==> src/hw/rtl/dhfr_pkg.sv <==
package dhfr_pkg;

    localparam int BYTE_W = 8;
    localparam int CNT_W  = 16;

    localparam logic KIND_DISP = 1'b0;
    localparam logic KIND_CAM  = 1'b1;

    localparam logic [BYTE_W-1:0] DISP_SYNC0 = 8'hAA;
    localparam logic [BYTE_W-1:0] DISP_SYNC1 = 8'h55;
    localparam logic [BYTE_W-1:0] CAM_SYNC   = 8'h40;
    localparam logic [BYTE_W-1:0] CAM_TAG    = 8'h63;

    typedef struct packed {
        logic              frame_kind;
        logic [BYTE_W-1:0] out_byte;
        logic [CNT_W-1:0]  byte_index;
        logic              is_last;
        logic [CNT_W-1:0]  frame_length;
    } result_t;

endpackage

==> src/hw/rtl/dhfr_if.sv <==
interface dhfr_rx_if
    import dhfr_pkg::*;
();
    logic              valid;
    logic              ready;
    logic [BYTE_W-1:0] rx_byte;

    modport source (output valid, output rx_byte, input ready);
    modport sink (input valid, input rx_byte, output ready);
endinterface

interface dhfr_res_if
    import dhfr_pkg::*;
();
    logic              valid;
    logic              ready;
    logic              frame_kind;
    logic [BYTE_W-1:0] out_byte;
    logic [CNT_W-1:0]  byte_index;
    logic              is_last;
    logic [CNT_W-1:0]  frame_length;

    modport source (output valid, output frame_kind, output out_byte, output byte_index,
                    output is_last, output frame_length, input ready);
    modport sink (input valid, input frame_kind, input out_byte, input byte_index,
                  input is_last, input frame_length, output ready);
endinterface

==> src/hw/rtl/dual_header_frame_receiver_core.sv <==
// Serial frame receiver for two frame types. A display frame (AA 55 L body) is
// passed out whole, header included, and ends on byte L+3 but never before its
// fourth byte. A camera frame (40 40 63 x x lo hi x) has its 8-byte header
// consumed and its max(P,1) payload bytes passed out, P being the little-endian
// length masked to LENGTH_BITS bits. Any other lead bytes are dropped. Each
// output transaction carries the byte, its kind, its index in the frame, a last
// flag and, on the last byte, the frame length. A byte passes an input register
// and then a result register, and one byte is taken per clock while the result
// side keeps up. The byte that completes a display header yields three
// transactions, drained one per clock while the result side is ready, from the
// single result register; the input register holds the next byte meanwhile.
module dual_header_frame_receiver_core
    import dhfr_pkg::*;
#(
    parameter int LENGTH_BITS = 16
)
(
    input  logic       clk,
    input  logic       rst_n,
    dhfr_rx_if.sink    rx,
    dhfr_res_if.source res
);

    localparam int CW1 = CNT_W + 1;

    localparam logic [1:0] MODE_IDLE = 2'd0;
    localparam logic [1:0] MODE_DISP = 2'd1;
    localparam logic [1:0] MODE_CAM  = 2'd2;

    localparam logic [1:0] BURST_NONE = 2'd0;
    localparam logic [1:0] BURST_LEN  = 2'd1;
    localparam logic [1:0] BURST_SYNC = 2'd2;

    logic                   in_valid_reg;
    logic [BYTE_W-1:0]      in_byte_reg;
    logic [1:0]             mode_reg, mode_next;
    logic [CNT_W-1:0]       count_reg, count_next;
    logic [LENGTH_BITS-1:0] exp_len_reg, exp_len_next;
    logic [BYTE_W-1:0]      hdr_reg [3];
    logic [BYTE_W-1:0]      len_lo_reg;
    logic [BYTE_W-1:0]      len_hi_reg;
    logic                   out_valid_reg;
    result_t                out_reg;
    logic [1:0]             burst_reg;

    logic [CW1-1:0]         cnt;
    logic [CW1-1:0]         exp_ext;
    logic [CNT_W-1:0]       cam_len;
    logic [BYTE_W-1:0]      h0;
    logic                   last;
    logic                   out_free;
    logic                   consume;
    logic                   emit;
    logic [1:0]             burst_next;
    result_t                res_next;

    assign out_free = !out_valid_reg || (res.ready && burst_reg == BURST_NONE);
    assign consume  = in_valid_reg && out_free;
    assign rx.ready = !in_valid_reg || consume;

    assign cnt     = {1'b0, count_reg} + CW1'(1);
    assign exp_ext = CW1'(exp_len_reg);
    assign cam_len = {len_hi_reg, len_lo_reg};
    assign h0      = (count_reg == '0) ? in_byte_reg : hdr_reg[0];

    always_comb
    begin
        mode_next    = mode_reg;
        count_next   = cnt[CNT_W-1:0];
        exp_len_next = exp_len_reg;
        emit         = 1'b0;
        burst_next   = BURST_NONE;
        last         = 1'b0;
        res_next     = '0;
        unique case (mode_reg)
            MODE_IDLE:
            begin
                priority if (h0 != DISP_SYNC0 && h0 != CAM_SYNC)
                begin
                    count_next = '0;
                end
                else if (cnt == CW1'(2))
                begin
                    if (in_byte_reg != DISP_SYNC1 && in_byte_reg != CAM_SYNC)
                        count_next = '0;
                end
                else if (cnt == CW1'(3))
                begin
                    if (h0 == DISP_SYNC0 && hdr_reg[1] == DISP_SYNC1)
                    begin
                        mode_next           = MODE_DISP;
                        exp_len_next        = LENGTH_BITS'(in_byte_reg);
                        emit                = 1'b1;
                        burst_next          = BURST_SYNC;
                        res_next.frame_kind = KIND_DISP;
                        res_next.out_byte   = h0;
                    end
                    else if (h0 != CAM_SYNC)
                    begin
                        count_next = '0;
                    end
                end
                else if (cnt >= CW1'(8))
                begin
                    if (hdr_reg[0] == CAM_SYNC && hdr_reg[1] == CAM_SYNC && hdr_reg[2] == CAM_TAG)
                    begin
                        mode_next    = MODE_CAM;
                        exp_len_next = cam_len[LENGTH_BITS-1:0];
                    end
                    count_next = '0;
                end
                else
                begin
                    count_next = cnt[CNT_W-1:0];
                end
            end
            MODE_DISP:
            begin
                last                  = cnt >= exp_ext + CW1'(3);
                emit                  = 1'b1;
                res_next.frame_kind   = KIND_DISP;
                res_next.out_byte     = in_byte_reg;
                res_next.byte_index   = count_reg;
                res_next.is_last      = last;
                res_next.frame_length = last ? cnt[CNT_W-1:0] : '0;
                if (last)
                begin
                    count_next = '0;
                    mode_next  = MODE_IDLE;
                end
            end
            MODE_CAM:
            begin
                last                  = cnt >= exp_ext;
                emit                  = 1'b1;
                res_next.frame_kind   = KIND_CAM;
                res_next.out_byte     = in_byte_reg;
                res_next.byte_index   = count_reg;
                res_next.is_last      = last;
                res_next.frame_length = last ? CNT_W'(exp_len_reg) : '0;
                if (last)
                begin
                    count_next = '0;
                    mode_next  = MODE_IDLE;
                end
            end
            default:
            begin
                mode_next  = MODE_IDLE;
                count_next = '0;
            end
        endcase
    end

    always_ff @(posedge clk or negedge rst_n)
    begin
        if (!rst_n)
        begin
            in_valid_reg  <= 1'b0;
            mode_reg      <= MODE_IDLE;
            count_reg     <= '0;
            exp_len_reg   <= '0;
            out_valid_reg <= 1'b0;
            burst_reg     <= BURST_NONE;
        end
        else
        begin
            if (rx.ready)
                in_valid_reg <= rx.valid;
            if (consume)
            begin
                mode_reg    <= mode_next;
                count_reg   <= count_next;
                exp_len_reg <= exp_len_next;
            end
            if (consume && emit)
            begin
                out_valid_reg <= 1'b1;
                burst_reg     <= burst_next;
            end
            else if (out_valid_reg && res.ready)
            begin
                if (burst_reg != BURST_NONE)
                    burst_reg <= burst_reg - 2'd1;
                else
                    out_valid_reg <= 1'b0;
            end
        end
    end

    always_ff @(posedge clk)
    begin
        if (rx.valid && rx.ready)
            in_byte_reg <= rx.rx_byte;
        if (consume && mode_reg == MODE_IDLE)
        begin
            unique case (count_reg[2:0])
                3'd0:    hdr_reg[0] <= in_byte_reg;
                3'd1:    hdr_reg[1] <= in_byte_reg;
                3'd2:    hdr_reg[2] <= in_byte_reg;
                3'd5:    len_lo_reg <= in_byte_reg;
                3'd6:    len_hi_reg <= in_byte_reg;
                default: ;
            endcase
        end
        if (consume && emit)
        begin
            out_reg <= res_next;
        end
        else if (out_valid_reg && res.ready && burst_reg != BURST_NONE)
        begin
            out_reg.out_byte   <= (burst_reg == BURST_LEN) ? hdr_reg[2] : hdr_reg[1];
            out_reg.byte_index <= out_reg.byte_index + CNT_W'(1);
        end
    end

    assign res.valid        = out_valid_reg;
    assign res.frame_kind   = out_reg.frame_kind;
    assign res.out_byte     = out_reg.out_byte;
    assign res.byte_index   = out_reg.byte_index;
    assign res.is_last      = out_reg.is_last;
    assign res.frame_length = out_reg.frame_length;

endmodule

==> src/flat_wrapper.sv <==
// flat-port wrapper written by rule: the top's interface ports become plain ports
module dual_header_frame_receiver_core_flat import dhfr_pkg::*;
#(
    parameter int LENGTH_BITS = 16
)
  (clk, rst_n, rx_valid, rx_rx_byte, rx_ready, res_valid, res_frame_kind, res_out_byte, res_byte_index, res_is_last, res_frame_length, res_ready);
  dhfr_rx_if rx_i ();
  dhfr_res_if res_i ();
  input  logic clk;
  input  logic rst_n;
  input wire logic [$bits(rx_i.valid)-1:0] rx_valid;
  input wire logic [$bits(rx_i.rx_byte)-1:0] rx_rx_byte;
  output wire logic [$bits(rx_i.ready)-1:0] rx_ready;
  output wire logic [$bits(res_i.valid)-1:0] res_valid;
  output wire logic [$bits(res_i.frame_kind)-1:0] res_frame_kind;
  output wire logic [$bits(res_i.out_byte)-1:0] res_out_byte;
  output wire logic [$bits(res_i.byte_index)-1:0] res_byte_index;
  output wire logic [$bits(res_i.is_last)-1:0] res_is_last;
  output wire logic [$bits(res_i.frame_length)-1:0] res_frame_length;
  input wire logic [$bits(res_i.ready)-1:0] res_ready;
  assign rx_i.valid = rx_valid;
  assign rx_i.rx_byte = rx_rx_byte;
  assign rx_ready = rx_i.ready;
  assign res_valid = res_i.valid;
  assign res_frame_kind = res_i.frame_kind;
  assign res_out_byte = res_i.out_byte;
  assign res_byte_index = res_i.byte_index;
  assign res_is_last = res_i.is_last;
  assign res_frame_length = res_i.frame_length;
  assign res_i.ready = res_ready;
  dual_header_frame_receiver_core #(.LENGTH_BITS(LENGTH_BITS)) u_core (.clk(clk), .rst_n(rst_n), .rx(rx_i), .res(res_i));
endmodule
==> config.mk <==
export PLATFORM = sky130hd
export DESIGN_NAME = dual_header_frame_receiver_core_flat
export DESIGN_NICKNAME = d
export VERILOG_FILES = /design/src/hw/rtl/dhfr_pkg.sv /design/src/hw/rtl/dhfr_if.sv /design/src/hw/rtl/dual_header_frame_receiver_core.sv /design/src/flat_wrapper.sv
export SDC_FILE = /design/constraint.sdc
export NUM_CORES = 1
export LEC_CHECK = 0
export BUFFER_PORTS_ARGS = -buffer_cell sky130_fd_sc_hd__buf_2
export CAP_MARGIN = 30
export CELL_PAD_IN_SITES_DETAIL_PLACEMENT = 0
export CELL_PAD_IN_SITES_GLOBAL_PLACEMENT = 1
export CORE_MARGIN = 2
export CORE_UTILIZATION = 49
export DETAILED_ROUTE_END_ITERATION = 10
export PLACE_DENSITY = 0.84
export SLEW_MARGIN = 30
export SYNTH_ARGS = -nofsm -noshare
export SYNTH_HDL_FRONTEND = slang
export SYNTH_SLANG_ARGS = --single-unit
==> constraint.sdc <==
create_clock -name clk -period 4.2 [get_ports clk]
set_input_delay 0.63 -clock clk [delete_from_list [all_inputs] [get_ports clk]]
set_output_delay 0.63 -clock clk [all_outputs]
set_load 0.02 [all_outputs]
==> results.cfg <==
[status]
outcome = finished clean

[yosys]
ys_seq_area_share_pct = 50.4
synthArstFlopShare_pct = 29.7
ys_ff_latch = 128
syn_nets = 705
synth.yosys.warnings = 0
syn_avg_cell_area_um2 = 11.2
synth_edf_count = 90
synth_cell_types = 67
synth_ff_type = edfxtp_1
synth_cells = 647
syn-cell-area_mm2 = 0.00725

[power]
p_total_mw = 2.98
power_density_mw_per_mm2 = 346
ir_worst_vdd_mv = 0.441
leakagePower_nw = 3.56

[clocking]
numCtsBuffers = 17
clk_path_buf_depth = 2
cts_tree = done
cts.sinks = 128
cts-hold-fix-buffers = 0
clock_latency_ns = 0.44
clk_transition_reported_paths_ns = 0.07
htree_levels = 4
clockRootBuffer = clkbuf_16

[timing]
fin_crit_sh_pct = 95.5
setup_tns_ns = 0
setup_ws_ns = 0.191
fin_crit_ns = 4.01
grt_setup_unrepaired = false
maxSlewViolCount = 0
setup_violations = 0
fmax_mhz = 249
final_hold_viol_count = 0
worstMarginPinSlew_ns = 0.744
relSlewSlack_pct = 50.4
finalClockSkew_ns = 0.0115

[detailed_routing]
wirelength_um = 18600
drt_iter0_markers = 416
ant_nets = 0
drt_pass1_iterations = 5
drc = 0
num_vias = 5460
viasPerCell = 5.83
wl_per_cell_um = 19.9

[global_routing]
grt_usage_pct = 24.3
grt_first_pass_wirelength_um = 29700
grt_use_met3_pct = 5.27
busiest_layer = met2
use_met1_pct = 30.4
overflow = 0
grt.met2_usage_pct = 41.0
grt_antenna_before_repair = 0
grt_max_degree = 43
grt_pass1_vias = 5615

[floorplan]
start_util_pct = 50.1
die_y_um = 126
io_pins = 56
fp-row-count = 44
fp.dieW_um = 126
core_area_mm2 = 0.0145
die-area_mm2 = 0.0158

[critical_path]
end_kind = register
crit_buf_inv = 3
critPathLaunchType = register
cpLargestDelayFamily = simple AND/OR/NAND/NOR gates
slowest_stage = dfrtp_1
cp.required_ns = 4.52
cp_cell_sequence = inv_1, ha_1, nor4_2, and3_1, nor2b_1, nand3_1, xnor2_1, ha_1, nand4_1, nor4_2, a2111oi_2, o21bai_1, buf_4, o31a_1, o31a_1, nor3_4, buf_12, a31o_2
cpPeakStageDelay_ns = 0.40
cp.arrival_ns = 4.33
crit_fanout = 10
crit_type = reg2reg

[job]
maxCapViolations = 0

[min_path]
worstHoldPathType = in2async

[place]
portBuffers = 55
dpl_cell_area_mm2 = 0.00797
dpl_worst_slack_ns = 0.117
dpl.hpwl_um = 13400
gp_congestion = 0.983

[layout]
final_util_pct = 59.5
area_growth_pct = 18.8
fin_area_mm2 = 0.00861
final_nets = 797
diodes = 0
drive_above_1_share_pct = 20.5
largest_reg_flops = 24
final cells by class:
type	count	area, um^2
clock buffers	18	439
clock inverters	14	179
fillers	1200	5860
inverters	30	113
multi-input cells	462	3370
flip-flops and latches	128	3650
well taps	184	230
repair buffers	100	628
layout by cell type, fill, tap and decap left out, types with 4 or more instances in the layout:
cell type and count:
dfrtp_1 38, nand3_1 30, ha_1 46, xor2_1 16, buf_4 45, inv_1 30
nand2_1 54, clkbuf_16 17, or3_1 4, a21oi_1 12, and2_1 8, nand2b_1 4
nor3b_1 5, o211ai_1 4, xnor2_1 31, mux2i_1 33, nor2_1 30, buf_2 54
and3_1 13, nor3_1 10, a22oi_1 16, o21ai_0 30, inv_6 4, nor2b_1 20
nor4_1 9, edfxtp_1 90, nand4_1 18, a22o_1 12
cell usage after synthesis, drive strengths merged (3+ instances only):
cell type   n  share of area (%)
edfxtp     90                 37
nand2      54                2.8
ha         46                7.9
dfrtp      38                 13
mux2i      33                4.6
o21ai      33                2.3
nand3      32                2.4
nor2       32                1.8
xnor2      31                3.7
inv        30                1.6
nor2b      20                1.7
nand4      19                1.7
a22oi      16                1.7
xor2       16                1.9
buf        15                1.4
and3       13                1.1
a21oi      12               0.83
a22o       12                1.4
clkbuf     12               0.62
nor3       12                1.1
nor4       12                1.2
and2        8               0.69
nor3b       6               0.62
nand2b      5               0.53
a211oi      4               0.41
o211ai      4               0.41
o31ai       4               0.60
or3         4               0.34
mux2        3               0.47
nor4b       3               0.36
logic make-up after synthesis:
group | count (synthesis) | synth area share [%]
AND/OR/NAND/NOR | 228 | 17.3
AO/OA/AOI/OAI | 105 | 10.1
multiplexers | 36 | 5.02
XOR/XNOR | 47 | 5.68
adder cells (fa/ha/maj) | 46 | 7.94
buffers and inverters | 57 | 3.57
flip-flops | 128 | 50.4
power by group:
group	internal [mW]	switching (mW)
logic	0.0111	0.0235
clock network	0.958	0.596
registers	1.37	0.0217
total	2.34	0.642
through the flow:
stage | cells | hold slack, ns
floorplan | 647 | 0.334
global placement | 904 | 0.497
detailed placement | 904 | 0.522
CTS | 936 | 0.361
global route | 936 | 0.226
finish | 936 | 0.178
per-layer routing:
metal	vias to the layer above	share of wire, %
met5	-	0
li1	2582	-
met2	149	50
met1	2687	43
met4	0	3.2
met3	42	4.4
worst paths after layout:
| path | start | to | slack [ns] | cells after the start |
|---|---|---|---|---|
| min in group clk | rx_rx_byte[6] | u_core.in_byte_reg[6]$_DFFE_PP_ | 0.37 | 1 |
| max in group asynchronous | rst_n | u_core.burst_reg[0]$_DFFE_PN0P_ | 3.63 | 1 |
| worst min register to register | u_core.len_hi_reg[0]$_DFFE_PP_ | u_core.exp_len_reg[8]$_DFFE_PN0P_ | 0.53 | 2 |
| worst max register to register | u_core.exp_len_reg[0]$_DFFE_PN0P_ | u_core.count_reg[11]$_DFFE_PN0P_ | 0.19 | 18 |
| worst min-delay path | rst_n | u_core.exp_len_reg[8]$_DFFE_PN0P_ | 0.18 | 1 |
| worst max-delay path | u_core.exp_len_reg[0]$_DFFE_PN0P_ | u_core.count_reg[11]$_DFFE_PN0P_ | 0.19 | 18 |
repair_timing:
action / CTS / global route
buffers inserted: 0 / 0
setup endpoints to repair: 0 / 31
gates resized for setup: 0 / 6
Note: power is estimated with default switching activity, not from simulation.
